[src/rtl/assert_macros.svh]
// assertion macros for the rtl files; only gif_lzw_code_packer includes them
// no dependencies; the files that assert expect clk_i and rst_ni in scope
`ifndef ASSERT_MACROS_SVH
`define ASSERT_MACROS_SVH
`ifndef SYNTHESIS
`define GLZW_ASSERT(label, expr, msg) \
  label: assert property (@(posedge clk_i) disable iff (!rst_ni) (expr)) else $error(msg);
`define GLZW_ASSERT_NEXT(label, cond, expr, msg) \
  label: assert property (@(posedge clk_i) disable iff (!rst_ni) (cond) |=> (expr)) \
    else $error(msg);
`else
`define GLZW_ASSERT(label, expr, msg)
`define GLZW_ASSERT_NEXT(label, cond, expr, msg)
`endif
`endif

[src/rtl/glzw_pkg.sv]
// shared types and constants of the gif lzw code packer
// no dependencies
package glzw_pkg;

  localparam int MAX_WIDTH        = 12;
  localparam int CODE_LIMIT_DEF   = 4096;
  localparam int SYMBOL_COUNT_DEF = 256;
  localparam int EPOCH_W          = 8;
  localparam int PACK_BYTES       = 6;

  typedef enum logic [1:0] {
    CMD_START = 2'd0,
    CMD_PIXEL = 2'd1,
    CMD_END   = 2'd2
  } cmd_e;

  typedef struct packed {
    logic [PACK_BYTES*8-1:0] bytes;
    logic [2:0]              count;
  } pack_t;

endpackage

[src/rtl/glzw_if.sv]


interface glzw_out_if;
  logic       valid;
  logic       ready;
  logic [7:0] out_byte;
  logic       last_of_run;
  modport source (output valid, out_byte, last_of_run, input ready);
  modport sink (input valid, out_byte, last_of_run, output ready);
endinterface

[src/rtl/glzw_ser.sv]
// byte serializer: takes a packet of up to six bytes, sends one byte a cycle while out ready is high
// depends on glzw_pkg and glzw_out_if
module glzw_ser
  import glzw_pkg::*;
(
  input  logic   clk_i,
  input  logic   rst_ni,
  input  logic   load_i,
  input  pack_t  pack_i,
  output logic   load_ok_o,
  glzw_out_if.source out_o
);
  logic [PACK_BYTES*8-1:0] buf_q, buf_d;
  logic [2:0]              cnt_q, cnt_d;
  logic                    fire;

  assign fire      = out_o.valid && out_o.ready;
  assign load_ok_o = (cnt_q == 3'd0) || ((cnt_q == 3'd1) && out_o.ready);

  always_comb begin
    buf_d = buf_q;
    cnt_d = cnt_q;
    if (load_i) begin
      buf_d = pack_i.bytes;
      cnt_d = pack_i.count;
    end else if (fire) begin
      buf_d = buf_q >> 8;
      cnt_d = cnt_q - 3'd1;
    end
  end

  always_ff @(posedge clk_i or negedge rst_ni) begin
    if (!rst_ni) begin
      cnt_q <= 3'd0;
    end else begin
      cnt_q <= cnt_d;
    end
  end

  always_ff @(posedge clk_i) begin
    buf_q <= buf_d;
  end

  assign out_o.valid       = (cnt_q != 3'd0);
  assign out_o.out_byte    = buf_q[7:0];
  assign out_o.last_of_run = (cnt_q == 3'd1);
endmodule
[src/flat_wrapper.sv]
// flat-port wrapper written by rule: the top's interface ports become plain ports
module glzw_ser_flat import glzw_pkg::*;
  (clk_i, rst_ni, load_i, pack_i, load_ok_o, out_o_valid, out_o_out_byte, out_o_last_of_run, out_o_ready);
  glzw_out_if out_o_i ();
  input  logic clk_i;
  input  logic rst_ni;
  input  logic load_i;
  input  pack_t pack_i;
  output logic load_ok_o;
  output wire logic [$bits(out_o_i.valid)-1:0] out_o_valid;
  output wire logic [$bits(out_o_i.out_byte)-1:0] out_o_out_byte;
  output wire logic [$bits(out_o_i.last_of_run)-1:0] out_o_last_of_run;
  input wire logic [$bits(out_o_i.ready)-1:0] out_o_ready;
  assign out_o_valid = out_o_i.valid;
  assign out_o_out_byte = out_o_i.out_byte;
  assign out_o_last_of_run = out_o_i.last_of_run;
  assign out_o_i.ready = out_o_ready;
  glzw_ser u_core (.clk_i(clk_i), .rst_ni(rst_ni), .load_i(load_i), .pack_i(pack_i), .load_ok_o(load_ok_o), .out_o(out_o_i));
endmodule
[config.mk]
export PLATFORM = sky130hd
export DESIGN_NAME = glzw_ser_flat
export DESIGN_NICKNAME = d
export VERILOG_FILES = /design/src/rtl/assert_macros.svh /design/src/rtl/glzw_pkg.sv /design/src/rtl/glzw_if.sv /design/src/rtl/glzw_ser.sv /design/src/flat_wrapper.sv
export SDC_FILE = /design/constraint.sdc
export NUM_CORES = 1
export LEC_CHECK = 0
export ABC_CLOCK_PERIOD_IN_PS = 4100
export BUFFER_PORTS_ARGS = -buffer_cell sky130_fd_sc_hd__buf_2
export CAP_MARGIN = 20
export CORE_UTILIZATION = 52
export DETAILED_ROUTE_END_ITERATION = 10
export GPL_ROUTABILITY_DRIVEN = 1
export GPL_TIMING_DRIVEN = 0
export PLACE_DENSITY = 0.9
export REMOVE_ABC_BUFFERS = 1
export SETUP_SLACK_MARGIN = 0.3
export SYNTH_ARGS = -nofsm -noshare
export SYNTH_HDL_FRONTEND = slang
export SYNTH_SLANG_ARGS = --single-unit
[constraint.sdc]
create_clock -name clk_i -period 4.1 [get_ports clk_i]
set_input_delay 0.615 -clock clk_i [delete_from_list [all_inputs] [get_ports clk_i]]
set_output_delay 0.615 -clock clk_i [all_outputs]
set_load 0.02 [all_outputs]
==> impl_metrics.toml <==
[placement]
detailedPlacementHpwl_um = 2420
io_buffer_count = 65
finalWeightedCongestion = 0.822
placed_cells_incl_taps = 239

[global_route]
maximum_number_of_pins_on_one_net_before_global_route_repair = 36
residual_overflow_from_global_routing = 0
grt_pass1_wl_um = 5300
grt_use_total = 0.158
grt_antenna_before_repair = 0
via_count_of_the_first_global_routing_pass = 1236

[power]
power_share_of_the_combinational_group = 0.155
power_switching_uw = 254
irDropWorstVdd_mv = 0.223
clock_power_share = 0.245
power_report.internal_total_uw = 851
seq_power_share = 0.600
p_leak_nw = 1.14
power.density_mw_per_mm2 = 406
sw_frac_of_total = 0.230

[synth]
yosys_warning_total = 0
synth_area_per_cell_um2 = 17.0
synth_cell_type_count = 20
syn-instance-count = 136
synth.ff_latch_count = 51
yosysSeqAreaShare = 0.655
synth.cell_area_mm2 = 0.00231

[floorplan]
chipHeight_um = 68.7
floorplan.initialDensity = 0.559
core-area_mm2 = 0.00414
io_pins = 66
number_of_rows_in_the_core_area = 23
die-area_mm2 = 0.00472
chipWidth_um = 68.7

[detailed_routing]
route.vias.total = 1270
routed_len_inst_um = 14.1
post_drt_via_cell_ratio = 5.14
route.antenna.remaining_nets = 0
drt-total-wl_um = 3490
drt_iter0_drc = 85
drt_first_pass_iters = 4
route.detailed.drc = 0

[critical_path]
worst_ep_required_time_ns = 3.48
worstPathArrival_ns = 1.55
cells_along_the_critical_path = "inv_1 > ha_1 > nor2b_1 > inv_2 > nand2_1 > buf_2"
worst_r2r_path_depth = 7
worst_path_dominant_cell_family = "flip-flops"
cell_with_the_largest_stage_delay_on_the_worst_path = "sky130_fd_sc_hd__dfrtp_1"
crit_path_max_fanout = 3
critical_path_buf_inv_count = 3
cp.depth = 6
critPathKind = "flip-flop to primary output"
cp-end-kind = "primary output"
longest_individual_stage_delay_on_the_worst_path_ns = 0.41
critical_path.startpoint_type = "flip-flop"

[clock_network]
htree_num_levels = 2
tritoncts_num_sinks = 51
cts_setup_buffers = 0
clk_pin_slew_worst_paths_ns = 0.08
worstSkewPairLatency_ns = 0.30
clock_tree.buffer_depth = 2
cts_tree = "yes"
post_cts_resized = 0
cts-buffers-inserted = 5
cts-root-buf = "sky130_fd_sc_hd__clkbuf_8"
hold_buffers = 0

[final_layout]
area_delta_synth_final_pct = 17.5
layout.nets = 254
n_antenna_cell = 0
n_fill_cell = 323
non_filler_instance_count_after_layout = 247
drive_gt1_frac = 0.584

[timing]
worst-slew-pin-transition_ns = 0.526
grt_setup_unrepaired = "no"
fin_skew_ns = 0.00532
layout_worst_path_cycle_share = 0.527
sum_of_negative_setup_slack_ns = 0
finalMaxSlewViolations = 0
slew_headroom = 0.649
max_freq_mhz = 462
final_period_minus_worst_setup_slack_ns = 2.16
setup_viol = 0
finalHoldViolations = 0

[min_path]
hp-class = "input port to async pin"

[status]
result_of_the_run = "complete, no violations"

[flow_run]
max_cap_viol_count = 0
==> layout by cell type, fill, tap and decap left out, types with 3 or more instances in the layout <==
master / count
sky130_fd_sc_hd__buf_2: 65
sky130_fd_sc_hd__edfxtp_1: 48
sky130_fd_sc_hd__mux2_2: 30
sky130_fd_sc_hd__mux2_4: 10
sky130_fd_sc_hd__and2_1: 8
sky130_fd_sc_hd__nand2_1: 5
sky130_fd_sc_hd__clkbuf_8: 5
sky130_fd_sc_hd__ha_1: 3
sky130_fd_sc_hd__dfrtp_1: 3
==> power groups by stage <==
stage | sequential [mW] | clock (mW) | combinational [mW]
floorplan | 0.686 | 0 | 0.0902
global placement | 0.675 | 0 | 0.160
detailed placement | 0.676 | 0 | 0.172
CTS | 0.664 | 0.280 | 0.173
global route | 0.671 | 0.298 | 0.187
finish | 0.663 | 0.271 | 0.171
==> through the flow <==
stage	power, mW	area (um2)	hold slack [ns]	setup slack (ns)	util
2_1_floorplan	0.776	2210	0.319	1.60	-
3_3_place_gp	0.835	2590	0.412	0.374	0.626
3_5_place_dp	0.848	2640	0.413	1.68	0.636
4_1_cts	1.12	2720	0.0869	1.93	0.656
5_1_grt	1.16	2720	0.0885	1.85	0.656
6_report	1.11	2720	0.0970	1.94	0.656
==> final cells by class <==
class,count,area (um2),share of cell area
flip-flops and latches,51,1520,0.557
multi-input cells,68,681,0.250
repair buffers,67,365,0.134
clock buffers,5,68.8,0.0253
well taps,50,62.6,0.0230
clock inverters,3,15.0,0.00552
inverters,3,11.3,0.00414
==> cell families after synthesis <==
group / share of synthesized area
flops: 0.655
mux: 0.211
simple gates: 0.0530
buf+inv: 0.0519
compound gates: 0.0130
fa+ha+maj: 0.0162
==> path summary, 6_finish.rpt <==
check | from | endpoint | slack (ns)
worst max-delay path | u_core.cnt_q[0] | load_ok_o | 1.94
worst min-delay path | rst_ni | u_core.cnt_q[2] | 0.1
worst max register to register | u_core.cnt_q[0] | u_core.buf_q[2] | 2.11
worst min register to register | u_core.buf_q[28] | u_core.buf_q[20] | 0.55
max in group asynchronous | rst_ni | u_core.cnt_q[1] | 3.90
min in group clk_i | pack_i[2] | u_core.cnt_q[2] | 0.54
==> routing by layer <==
layer  share of wire  wire [um]  track usage
met5               0          0            0
met4           0.011         38       0.0561
met3           0.086        299       0.0724
met2            0.48       1670        0.279
met1            0.43       1480        0.165
==> sequential cells by signal (all words and copies together), names as in the netlist <==
register	flops
u_core.buf_q	48
u_core.cnt_q	3
==> synthesized netlist by cell type <==
library cell | n | area, um2
sky130_fd_sc_hd__nor2b_1 | 2 | 12.5
sky130_fd_sc_hd__buf_2 | 3 | 15.0
sky130_fd_sc_hd__a21oi_1 | 1 | 5.00
sky130_fd_sc_hd__inv_1 | 2 | 7.51
sky130_fd_sc_hd__mux2_2 | 30 | 338
sky130_fd_sc_hd__a221o_1 | 2 | 20.0
sky130_fd_sc_hd__inv_2 | 1 | 3.75
sky130_fd_sc_hd__nand2b_1 | 1 | 6.26
sky130_fd_sc_hd__nor2_1 | 2 | 7.51
sky130_fd_sc_hd__nor4bb_1 | 1 | 10.0
sky130_fd_sc_hd__nor4b_1 | 2 | 17.5
sky130_fd_sc_hd__and2_1 | 8 | 50.1
sky130_fd_sc_hd__edfxtp_1 | 48 | 1440
sky130_fd_sc_hd__buf_6 | 3 | 33.8
sky130_fd_sc_hd__dfrtp_1 | 3 | 75.1
sky130_fd_sc_hd__ha_1 | 3 | 37.5
sky130_fd_sc_hd__mux2_4 | 10 | 150
sky130_fd_sc_hd__nand2_1 | 5 | 18.8
sky130_fd_sc_hd__buf_4 | 8 | 60.1
sky130_fd_sc_hd__o21ai_0 | 1 | 5.00
(Power assumes the default switching activity.)
